### src/rtl/rpb_pkg.sv
// ----------------------------------------------------------------------------
// rpb_pkg: shared types and constants of the Potts row-pair bond counter
// Register indexes, fixed field widths and the decoded configuration.
// ----------------------------------------------------------------------------
package rpb_pkg;

	// packed row word
	localparam int ROW_BITS = 64;

	// configuration port
	localparam int CFG_IDX_W  = 2;
	localparam int CFG_DATA_W = 5;

	typedef enum logic [CFG_IDX_W-1:0] {
		REG_SITE_COUNT  = 2'd0,
		REG_STATE_COUNT = 2'd1,
		REG_CYCLIC_ROWS = 2'd2,
		REG_UNUSED      = 2'd3
	} cfg_reg_t;

	// result field widths
	localparam int BOND_W = 6;
	localparam int ZERO_W = 5;

	// internal sums: at most 2 * 64 pairs
	localparam int SUM_W = 8;

	// decoded configuration, sized for the widest parameter setting
	typedef struct packed {
		logic [6:0] site_n;  // sites in use, 2..64
		logic [4:0] state_q; // clamped spin state count
		logic [3:0] field_w; // bits per site field
		logic       cyclic;  // count the wrap bond
	} cfg_t;

	// bits per field for a clamped state count
	function automatic logic [3:0] field_width(input logic [4:0] q);
		logic [3:0] w;
		if (q <= 5'd2) begin
			w = 4'd1;
		end else if (q <= 5'd4) begin
			w = 4'd2;
		end else if (q <= 5'd8) begin
			w = 4'd3;
		end else if (q <= 5'd16) begin
			w = 4'd4;
		end else begin
			w = 4'd5;
		end
		return w;
	endfunction

	// how many fields of a width fit in one row word
	function automatic logic [6:0] sites_fit(input logic [3:0] w);
		logic [6:0] n;
		case (w)
			4'd1:    n = 7'd64;
			4'd2:    n = 7'd32;
			4'd3:    n = 7'd21;
			4'd4:    n = 7'd16;
			4'd5:    n = 7'd12;
			4'd6:    n = 7'd10;
			4'd7:    n = 7'd9;
			default: n = 7'd8;
		endcase
		return n;
	endfunction

endpackage

### src/rtl/rpb_cfg.sv
// ----------------------------------------------------------------------------
// rpb_cfg: configuration registers and decode
// Holds the three registers and clamps them into the working row geometry.
// ----------------------------------------------------------------------------
module rpb_cfg #(
	parameter int SITES_MAX      = 16,
	parameter int FIELD_BITS_MAX = 4
) (
	input  logic                            clk,
	input  logic                            arst_n,
	input  logic                            cfg_write,
	input  logic [rpb_pkg::CFG_IDX_W-1:0]   cfg_index,
	input  logic [rpb_pkg::CFG_DATA_W-1:0]  cfg_data,
	output rpb_pkg::cfg_t                   cfg
);
	import rpb_pkg::*;

	localparam int QMAX = 1 << FIELD_BITS_MAX;

	logic [4:0] site_count_q;
	logic [4:0] state_count_q;
	logic       cyclic_rows_q;

	logic [4:0] q_clamped;
	logic [3:0] w;
	logic [6:0] n_raw;
	logic [6:0] n_fit;
	logic [6:0] n_lim;

	// register writes, unknown index ignored
	always_ff @(posedge clk or negedge arst_n) begin
		if (!arst_n) begin
			site_count_q  <= 5'd16;
			state_count_q <= 5'd2;
			cyclic_rows_q <= 1'b0;
		end else if (cfg_write) begin
			case (cfg_reg_t'(cfg_index))
				REG_SITE_COUNT:  site_count_q  <= cfg_data[4:0];
				REG_STATE_COUNT: state_count_q <= cfg_data[4:0];
				REG_CYCLIC_ROWS: cyclic_rows_q <= cfg_data[0];
				default: ;
			endcase
		end
	end

	// clamp Q, derive field width, clamp N to parameter and word size
	always_comb begin
		q_clamped = state_count_q;
		if (q_clamped < 5'd2) begin
			q_clamped = 5'd2;
		end
		if (32'(q_clamped) > QMAX) begin
			q_clamped = 5'(QMAX);
		end
		w = field_width(q_clamped);

		n_raw = {2'b00, site_count_q};
		if (n_raw < 7'd2) begin
			n_raw = 7'd2;
		end
		n_lim = n_raw;
		if (32'(n_lim) > SITES_MAX) begin
			n_lim = 7'(SITES_MAX);
		end
		n_fit = sites_fit(w);
		if (n_lim > n_fit) begin
			n_lim = n_fit;
		end

		cfg.site_n  = n_lim;
		cfg.state_q = q_clamped;
		cfg.field_w = w;
		cfg.cyclic  = cyclic_rows_q;
	end

endmodule

### src/rtl/rpb_site.sv
// ----------------------------------------------------------------------------
// rpb_site: input register and per-site compare stage
// Unpacks both rows and registers per-site match, zero and range flags.
// ----------------------------------------------------------------------------
module rpb_site #(
	parameter int SITES_MAX      = 16,
	parameter int FIELD_BITS_MAX = 4
) (
	input  logic                           clk,
	input  logic                           arst_n,
	input  logic                           adv,
	input  logic                           in_valid,
	input  logic [rpb_pkg::ROW_BITS-1:0]   row_now,
	input  logic [rpb_pkg::ROW_BITS-1:0]   row_next,
	input  rpb_pkg::cfg_t                  cfg,
	output logic                           valid_s2,
	output logic                           pair_ok_s2,
	output logic [SITES_MAX-1:0]           horiz_eq_s2,
	output logic [SITES_MAX-1:0]           vert_eq_s2,
	output logic [SITES_MAX-1:0]           zero_s2
);
	import rpb_pkg::*;

	typedef logic [FIELD_BITS_MAX-1:0] field_t;

	logic                valid_s1;
	logic [ROW_BITS-1:0] row_now_s1;
	logic [ROW_BITS-1:0] row_next_s1;

	field_t              fa [SITES_MAX];
	field_t              fb [SITES_MAX];
	logic [SITES_MAX-1:0] used;
	logic                pair_ok;
	logic [SITES_MAX-1:0] horiz_eq;
	logic [SITES_MAX-1:0] vert_eq;
	logic [SITES_MAX-1:0] zero_hit;
	field_t              f_last;

	// input register
	always_ff @(posedge clk or negedge arst_n) begin
		if (!arst_n) begin
			valid_s1 <= 1'b0;
		end else if (adv) begin
			valid_s1 <= in_valid;
		end
	end

	always_ff @(posedge clk) begin
		if (adv && in_valid) begin
			row_now_s1  <= row_now;
			row_next_s1 <= row_next;
		end
	end

	// field unpack: select the slice for the active field width
	always_comb begin
		for (int i = 0; i < SITES_MAX; i++) begin
			fa[i] = '0;
			fb[i] = '0;
			for (int wv = 1; wv <= FIELD_BITS_MAX; wv++) begin
				if ((32'(cfg.field_w) == wv) && ((i + 1) * wv <= ROW_BITS)) begin
					fa[i] = FIELD_BITS_MAX'((row_now_s1 >> (i * wv)) &
						((64'd1 << wv) - 64'd1));
					fb[i] = FIELD_BITS_MAX'((row_next_s1 >> (i * wv)) &
						((64'd1 << wv) - 64'd1));
				end
			end
		end
	end

	// per-site flags
	always_comb begin
		f_last  = fa[0];
		pair_ok = 1'b1;
		for (int i = 0; i < SITES_MAX; i++) begin
			used[i] = 32'(cfg.site_n) > i;
			if (32'(cfg.site_n) == i + 1) begin
				f_last = fa[i];
			end
			if (used[i] && ((32'(fa[i]) >= 32'(cfg.state_q)) ||
				(32'(fb[i]) >= 32'(cfg.state_q)))) begin
				pair_ok = 1'b0;
			end
			vert_eq[i]  = used[i] && (fa[i] == fb[i]);
			zero_hit[i] = used[i] && (fa[i] == '0);
		end
		// bit 0 carries the wrap bond, bit i the bond between i-1 and i
		horiz_eq[0] = cfg.cyclic && (fa[0] == f_last);
		for (int i = 1; i < SITES_MAX; i++) begin
			horiz_eq[i] = used[i] && (fa[i] == fa[i-1]);
		end
	end

	// compare stage register
	always_ff @(posedge clk or negedge arst_n) begin
		if (!arst_n) begin
			valid_s2 <= 1'b0;
		end else if (adv) begin
			valid_s2 <= valid_s1;
		end
	end

	always_ff @(posedge clk) begin
		if (adv && valid_s1) begin
			pair_ok_s2  <= pair_ok;
			horiz_eq_s2 <= horiz_eq;
			vert_eq_s2  <= vert_eq;
			zero_s2     <= zero_hit;
		end
	end

endmodule

### src/rtl/rpb_count.sv
// ----------------------------------------------------------------------------
// rpb_count: flag counting and result register
// Counts bond and zero flags, saturates, and holds the result item.
// ----------------------------------------------------------------------------
module rpb_count #(
	parameter int SITES_MAX = 16
) (
	input  logic                         clk,
	input  logic                         arst_n,
	input  logic                         adv,
	input  logic                         valid_s2,
	input  logic                         pair_ok_s2,
	input  logic [SITES_MAX-1:0]         horiz_eq_s2,
	input  logic [SITES_MAX-1:0]         vert_eq_s2,
	input  logic [SITES_MAX-1:0]         zero_s2,
	output logic                         out_valid,
	output logic                         pair_valid,
	output logic [rpb_pkg::BOND_W-1:0]   bond_count,
	output logic [rpb_pkg::ZERO_W-1:0]   zero_spin_count
);
	import rpb_pkg::*;

	logic [SUM_W-1:0]  bond_sum;
	logic [SUM_W-1:0]  zero_sum;
	logic [BOND_W-1:0] bond_sat;
	logic [ZERO_W-1:0] zero_sat;

	// popcounts, zeroed for an out-of-range pair
	always_comb begin
		bond_sum = '0;
		zero_sum = '0;
		for (int i = 0; i < SITES_MAX; i++) begin
			bond_sum = bond_sum + SUM_W'(horiz_eq_s2[i]) + SUM_W'(vert_eq_s2[i]);
			zero_sum = zero_sum + SUM_W'(zero_s2[i]);
		end
		if (!pair_ok_s2) begin
			bond_sum = '0;
			zero_sum = '0;
		end
		bond_sat = (bond_sum > SUM_W'({BOND_W{1'b1}})) ? {BOND_W{1'b1}} :
			bond_sum[BOND_W-1:0];
		zero_sat = (zero_sum > SUM_W'({ZERO_W{1'b1}})) ? {ZERO_W{1'b1}} :
			zero_sum[ZERO_W-1:0];
	end

	// result register
	always_ff @(posedge clk or negedge arst_n) begin
		if (!arst_n) begin
			out_valid <= 1'b0;
		end else if (adv) begin
			out_valid <= valid_s2;
		end
	end

	always_ff @(posedge clk) begin
		if (adv && valid_s2) begin
			pair_valid      <= pair_ok_s2;
			bond_count      <= bond_sat;
			zero_spin_count <= zero_sat;
		end
	end

endmodule

### src/rtl/potts_row_pair_bond_counter_core.sv
// ----------------------------------------------------------------------------
// potts_row_pair_bond_counter_core: Potts row-pair bond counter
// Scores one pair of packed spin rows per item: range check, equal-neighbor
// bond count and zero-spin count.
// ----------------------------------------------------------------------------
// Usage:
//   Input channel (in_valid / in_stall) carries row_now and row_next, each a
//   64-bit word of packed spin fields. Output channel (out_valid / out_stall)
//   returns pair_valid, bond_count and zero_spin_count, one result per item.
//   Configuration is a write-only port (cfg_write, cfg_index, cfg_data);
//   write it only while no item is in flight.
//   The input register takes the item at the accepting edge; the item then
//   moves on through the per-site compare register and the result register,
//   which drives out_valid.
//   Throughput is one item per cycle; the three registers advance together
//   whenever the result register is empty or being taken.
//   When the receiver stalls with a result waiting, the whole pipeline holds
//   and in_stall rises in the same cycle; nothing is dropped.
//   Reset clears all valid flags and loads site_count 16, state_count 2,
//   cyclic_rows 0. No clearing pass is needed.
// ----------------------------------------------------------------------------
module potts_row_pair_bond_counter_core #(
	parameter int SITES_MAX      = 16,
	parameter int FIELD_BITS_MAX = 4
) (
	input  logic                            clk,
	input  logic                            arst_n,
	// configuration
	input  logic                            cfg_write,
	input  logic [rpb_pkg::CFG_IDX_W-1:0]   cfg_index,
	input  logic [rpb_pkg::CFG_DATA_W-1:0]  cfg_data,
	// input channel
	input  logic                            in_valid,
	output logic                            in_stall,
	input  logic [rpb_pkg::ROW_BITS-1:0]    row_now,
	input  logic [rpb_pkg::ROW_BITS-1:0]    row_next,
	// output channel
	output logic                            out_valid,
	input  logic                            out_stall,
	output logic                            pair_valid,
	output logic [rpb_pkg::BOND_W-1:0]      bond_count,
	output logic [rpb_pkg::ZERO_W-1:0]      zero_spin_count
);
	import rpb_pkg::*;

	cfg_t                 cfg;
	logic                 adv;
	logic                 valid_s2;
	logic                 pair_ok_s2;
	logic [SITES_MAX-1:0] horiz_eq_s2;
	logic [SITES_MAX-1:0] vert_eq_s2;
	logic [SITES_MAX-1:0] zero_s2;

	// pipeline advances unless a finished item is held by the receiver
	assign adv      = !(out_valid && out_stall);
	assign in_stall = !adv;

	rpb_cfg #(
		.SITES_MAX      (SITES_MAX),
		.FIELD_BITS_MAX (FIELD_BITS_MAX)
	) u_cfg (
		.clk       (clk),
		.arst_n    (arst_n),
		.cfg_write (cfg_write),
		.cfg_index (cfg_index),
		.cfg_data  (cfg_data),
		.cfg       (cfg)
	);

	rpb_site #(
		.SITES_MAX      (SITES_MAX),
		.FIELD_BITS_MAX (FIELD_BITS_MAX)
	) u_site (
		.clk         (clk),
		.arst_n      (arst_n),
		.adv         (adv),
		.in_valid    (in_valid),
		.row_now     (row_now),
		.row_next    (row_next),
		.cfg         (cfg),
		.valid_s2    (valid_s2),
		.pair_ok_s2  (pair_ok_s2),
		.horiz_eq_s2 (horiz_eq_s2),
		.vert_eq_s2  (vert_eq_s2),
		.zero_s2     (zero_s2)
	);

	rpb_count #(
		.SITES_MAX (SITES_MAX)
	) u_count (
		.clk             (clk),
		.arst_n          (arst_n),
		.adv             (adv),
		.valid_s2        (valid_s2),
		.pair_ok_s2      (pair_ok_s2),
		.horiz_eq_s2     (horiz_eq_s2),
		.vert_eq_s2      (vert_eq_s2),
		.zero_s2         (zero_s2),
		.out_valid       (out_valid),
		.pair_valid      (pair_valid),
		.bond_count      (bond_count),
		.zero_spin_count (zero_spin_count)
	);

endmodule
### config.mk
export PLATFORM = sky130hd
export DESIGN_NAME = potts_row_pair_bond_counter_core
export DESIGN_NICKNAME = d
export VERILOG_FILES = /design/src/rtl/rpb_pkg.sv /design/src/rtl/rpb_cfg.sv /design/src/rtl/rpb_site.sv /design/src/rtl/rpb_count.sv /design/src/rtl/potts_row_pair_bond_counter_core.sv
export SDC_FILE = /design/constraint.sdc
export NUM_CORES = 1
export LEC_CHECK = 0
export BUFFER_PORTS_ARGS = -buffer_cell sky130_fd_sc_hd__buf_4
export CORE_ASPECT_RATIO = 0.75
export CORE_MARGIN = 4
export CORE_UTILIZATION = 45
export DETAILED_ROUTE_END_ITERATION = 8
export GPL_TIMING_DRIVEN = 0
export SLEW_MARGIN = 20
export SYNTH_ARGS = -nofsm -noshare
export SYNTH_HDL_FRONTEND = slang
export SYNTH_SLANG_ARGS = --single-unit
### constraint.sdc
create_clock -name clk -period 6.7 [get_ports clk]
set_input_delay 1.005 -clock clk [delete_from_list [all_inputs] [get_ports clk]]
set_output_delay 1.005 -clock clk [all_outputs]
set_load 0.05 [all_outputs]
==> qor.yml <==
overflow: 0
grt_pass1_vias: 13000
synth_edf_count: 189
boundaryPins: 154
tightest_slew_ns: 1.28
coreArea_mm2: 0.0348
p_leak_nw: 7.46
path_class: "reg -> reg"
ys_ff_latch: 203
drt-pass1-iter-count: 5
grt_util_all_layers: 0.316
fmax_ghz: 0.177
async_flop_share: 0.0690
clock-sinks: 203
r2r_setup_slack_ns: 1.04
maxCapViolCount: 0
gp_congestion: 0.994
num-nets-final: 2052
max-slew-margin-rel: 0.137
syn-instance-count: 1547
cts_tree: "done"
critPathLaunchType: "register"
clk_latency_ns: 0.53
htree_levels: 1
cts-root-buf: "clkbuf_16"
vias: 13600
r2r_start: "u_cfg.state_count_q[0]"
wirelength_um: 61800
synth.yosys.warnings: 0
viasPerCell: 6.16
slew_viol_final: 0
area_growth_pct: 16.2
grt_antenna_before_repair: 10
run_status: "finished, final reports clean"
yosysSeqAreaShare: 0.379
crit_required_ns: 7.04
cts_buffers: 20
synth_area_mm2: 0.0159
initial_core_util: 0.458
rsz0062_at_grt: "no"
die_h_um: 171
numPortBuffers: 153
dp_hpwl_um: 48900
synth_flop_cell: "edfxtp_1"
clk_pin_slew_ns: 0.06
power_mw: 8.95
grt_max_degree: 61
clockBufferDepth: 3
p_per_area_mw_per_mm2: 484
endpoint_kind: "register"
ir_drop_v: 0.00189
cts_setup_buffers: 0
cp_data_arrival_time_ns: 6.01
setup_viol: 0
synth.avg_cell_area_um2: 10.3
yosys.cell_types.count: 104
fin_skew_ns: 0.0212
hold_viol: 0
finalCritPeriodShare: 0.845
final_antenna_net_count: 0
rr_endpoint: "u_site.pair_ok_s2"
fillers: 3181
fin_util: 0.532
drc: 0
drt_iter0_drc: 1809
postCtsHoldBufs: 0
die_w_um: 225
path_max_fanout: 10
grt_pass1_wl_um: 89400
die-area_mm2: 0.0385
std_cell_rows: 59
whs_ns: 0.318
ff2ff_path_depth: 17
min_path_type: "in -> async"
finalCriticalPeriod_ns: 5.66
drt-wirelength-per-cell_um: 28.0
cts.repair.resized: 0
drive_gt1_frac: 0.185
cell usage after synthesis, drive strengths merged, types with 34 or more instances:
master,count,area (um2)
xnor2,97,850
ha,146,1830
buf,54,369
o21ai,91,482
nand2b,42,263
nand2,97,372
a22oi,34,313
inv,110,413
edfxtp,189,5680
nor2b,48,300
fa,34,681
and3,34,213
nor2,92,363
a21oi,81,413
stage by stage:
step	cells	TNS, ns	worst slack (ns)	cell area (um2)
global placement	2158	-1.24	-1.24	17600
CTS	2202	0	1.25	18500
global route	2202	0	0.921	18500
detailed placement	2167	0	1.28	17900
floorplan	1548	0	1.65	15900
finish	2204	0	1.04	18500
cells in the final DEF (no fill, tap or decap), types with 6 or more instances in the layout:
cell | synthesis | layout
edfxtp_1 | 189 | 189
buf_4 | 8 | 161
ha_1 | 146 | 146
inv_1 | 109 | 109
xnor2_1 | 97 | 97
nand2_1 | 94 | 92
nor2_1 | 87 | 87
o21ai_0 | 82 | 81
a21oi_1 | 79 | 79
nor2b_1 | 48 | 48
nand2b_1 | 42 | 42
clkbuf_1 | 32 | 38
and3_1 | 34 | 34
fa_1 | 34 | 34
xor2_1 | 33 | 33
nor4_1 | 32 | 29
nor3_1 | 27 | 27
buf_2 | 25 | 26
a22oi_1 | 26 | 26
a221oi_1 | 21 | 21
clkbuf_16 | 0 | 21
nand3_1 | 18 | 18
a22o_1 | 15 | 15
buf_6 | 14 | 14
nand4_1 | 14 | 14
o22ai_1 | 13 | 13
mux2_2 | 12 | 12
dfrtp_1 | 12 | 12
a31oi_1 | 11 | 11
and2_1 | 11 | 9
a221oi_2 | 8 | 8
a21o_1 | 8 | 8
o211ai_1 | 8 | 8
buf_1 | 7 | 7
a22oi_2 | 6 | 6
power breakdown:
| group | internal, mW | total [mW] | switching (mW) |
|---|---|---|---|
| registers | 1.76 | 1.91 | 0.144 |
| clock network | 0.609 | 1.08 | 0.466 |
| logic | 2.45 | 5.96 | 3.52 |
| total | 4.82 | 8.95 | 4.13 |
how the worst max path moves through the flow:
| stage | slack (ns) | depth (start not counted) | to | startpoint |
|---|---|---|---|---|
| global route | 0.92 | 17 | u_site.pair_ok_s2 | u_cfg.state_count_q[0] |
| finish | 1.04 | 17 | u_site.pair_ok_s2 | u_cfg.state_count_q[0] |
| global placement | -1.24 | 13 | u_site.pair_ok_s2 | u_cfg.state_count_q[2] |
| detailed placement | 1.28 | 17 | u_site.pair_ok_s2 | u_cfg.state_count_q[0] |
| CTS | 1.25 | 17 | u_site.pair_ok_s2 | u_cfg.state_count_q[0] |
| floorplan | 1.65 | 15 | u_count.bond_count[4] | u_site.horiz_eq_s2[0] |
flip-flops by register name, indices dropped and copies added (netlist names), 6 cells and up:
name,count
u_site.vert_eq_s2,16
u_site.zero_s2,16
u_site.row_next_s1,64
u_site.row_now_s1,64
u_site.horiz_eq_s2,16
u_count.bond_count,6
layout make-up:
type	count	area, um2	area share
Antenna cell	2	5.00	0.000271
Buffer	87	494	0.0267
Clock buffer	27	548	0.0296
Clock inverter	8	60.1	0.00325
Inverter	112	422	0.0228
Multi-Input combinational cell	1146	9020	0.488
Sequential cell	203	6030	0.326
Tap cell	457	572	0.0309
Timing Repair Buffer	162	1350	0.0728
worst max-delay path, stage by stage (launching register included):
cell and delay (ns):
dfrtp_1 0.45, o21ai_2 0.56, nand2_2 0.17, buf_2 0.25, buf_2 0.24, buf_2 0.22, inv_1 0.39, ha_1 0.35
a21oi_1 0.16, nand2_1 0.08, o21a_1 0.28, buf_2 0.22, nor2_1 0.79, nor2_1 0.33, nand2_1 0.22, a31oi_1 0.08
nor4_1 0.30, a41o_1 0.34
layer usage:
layer | vias up | GRT usage | part of all wire
met1 | 6561 | 0.460 | 0.43
met2 | 817 | 0.446 | 0.40
met5 | - | 0 | 0.00050
met3 | 149 | 0.104 | 0.13
met4 | 6 | 0.0961 | 0.037
li1 | 6050 | - | -
cell families (layout without fill, tap and decap cells):
family / Yosys count / after routing / share of synthesized area
simple gates: 452 / 452 / 0.150
compound gates: 366 / 366 / 0.174
flops: 203 / 203 / 0.379
buf+inv: 199 / 396 / 0.0575
fa+ha+maj: 180 / 180 / 0.158
xor+xnor: 130 / 130 / 0.0715
mux: 16 / 16 / 0.0110
other cells: 1 / 4 / 0.000236
Note: power is estimated with default switching activity, not from simulation.
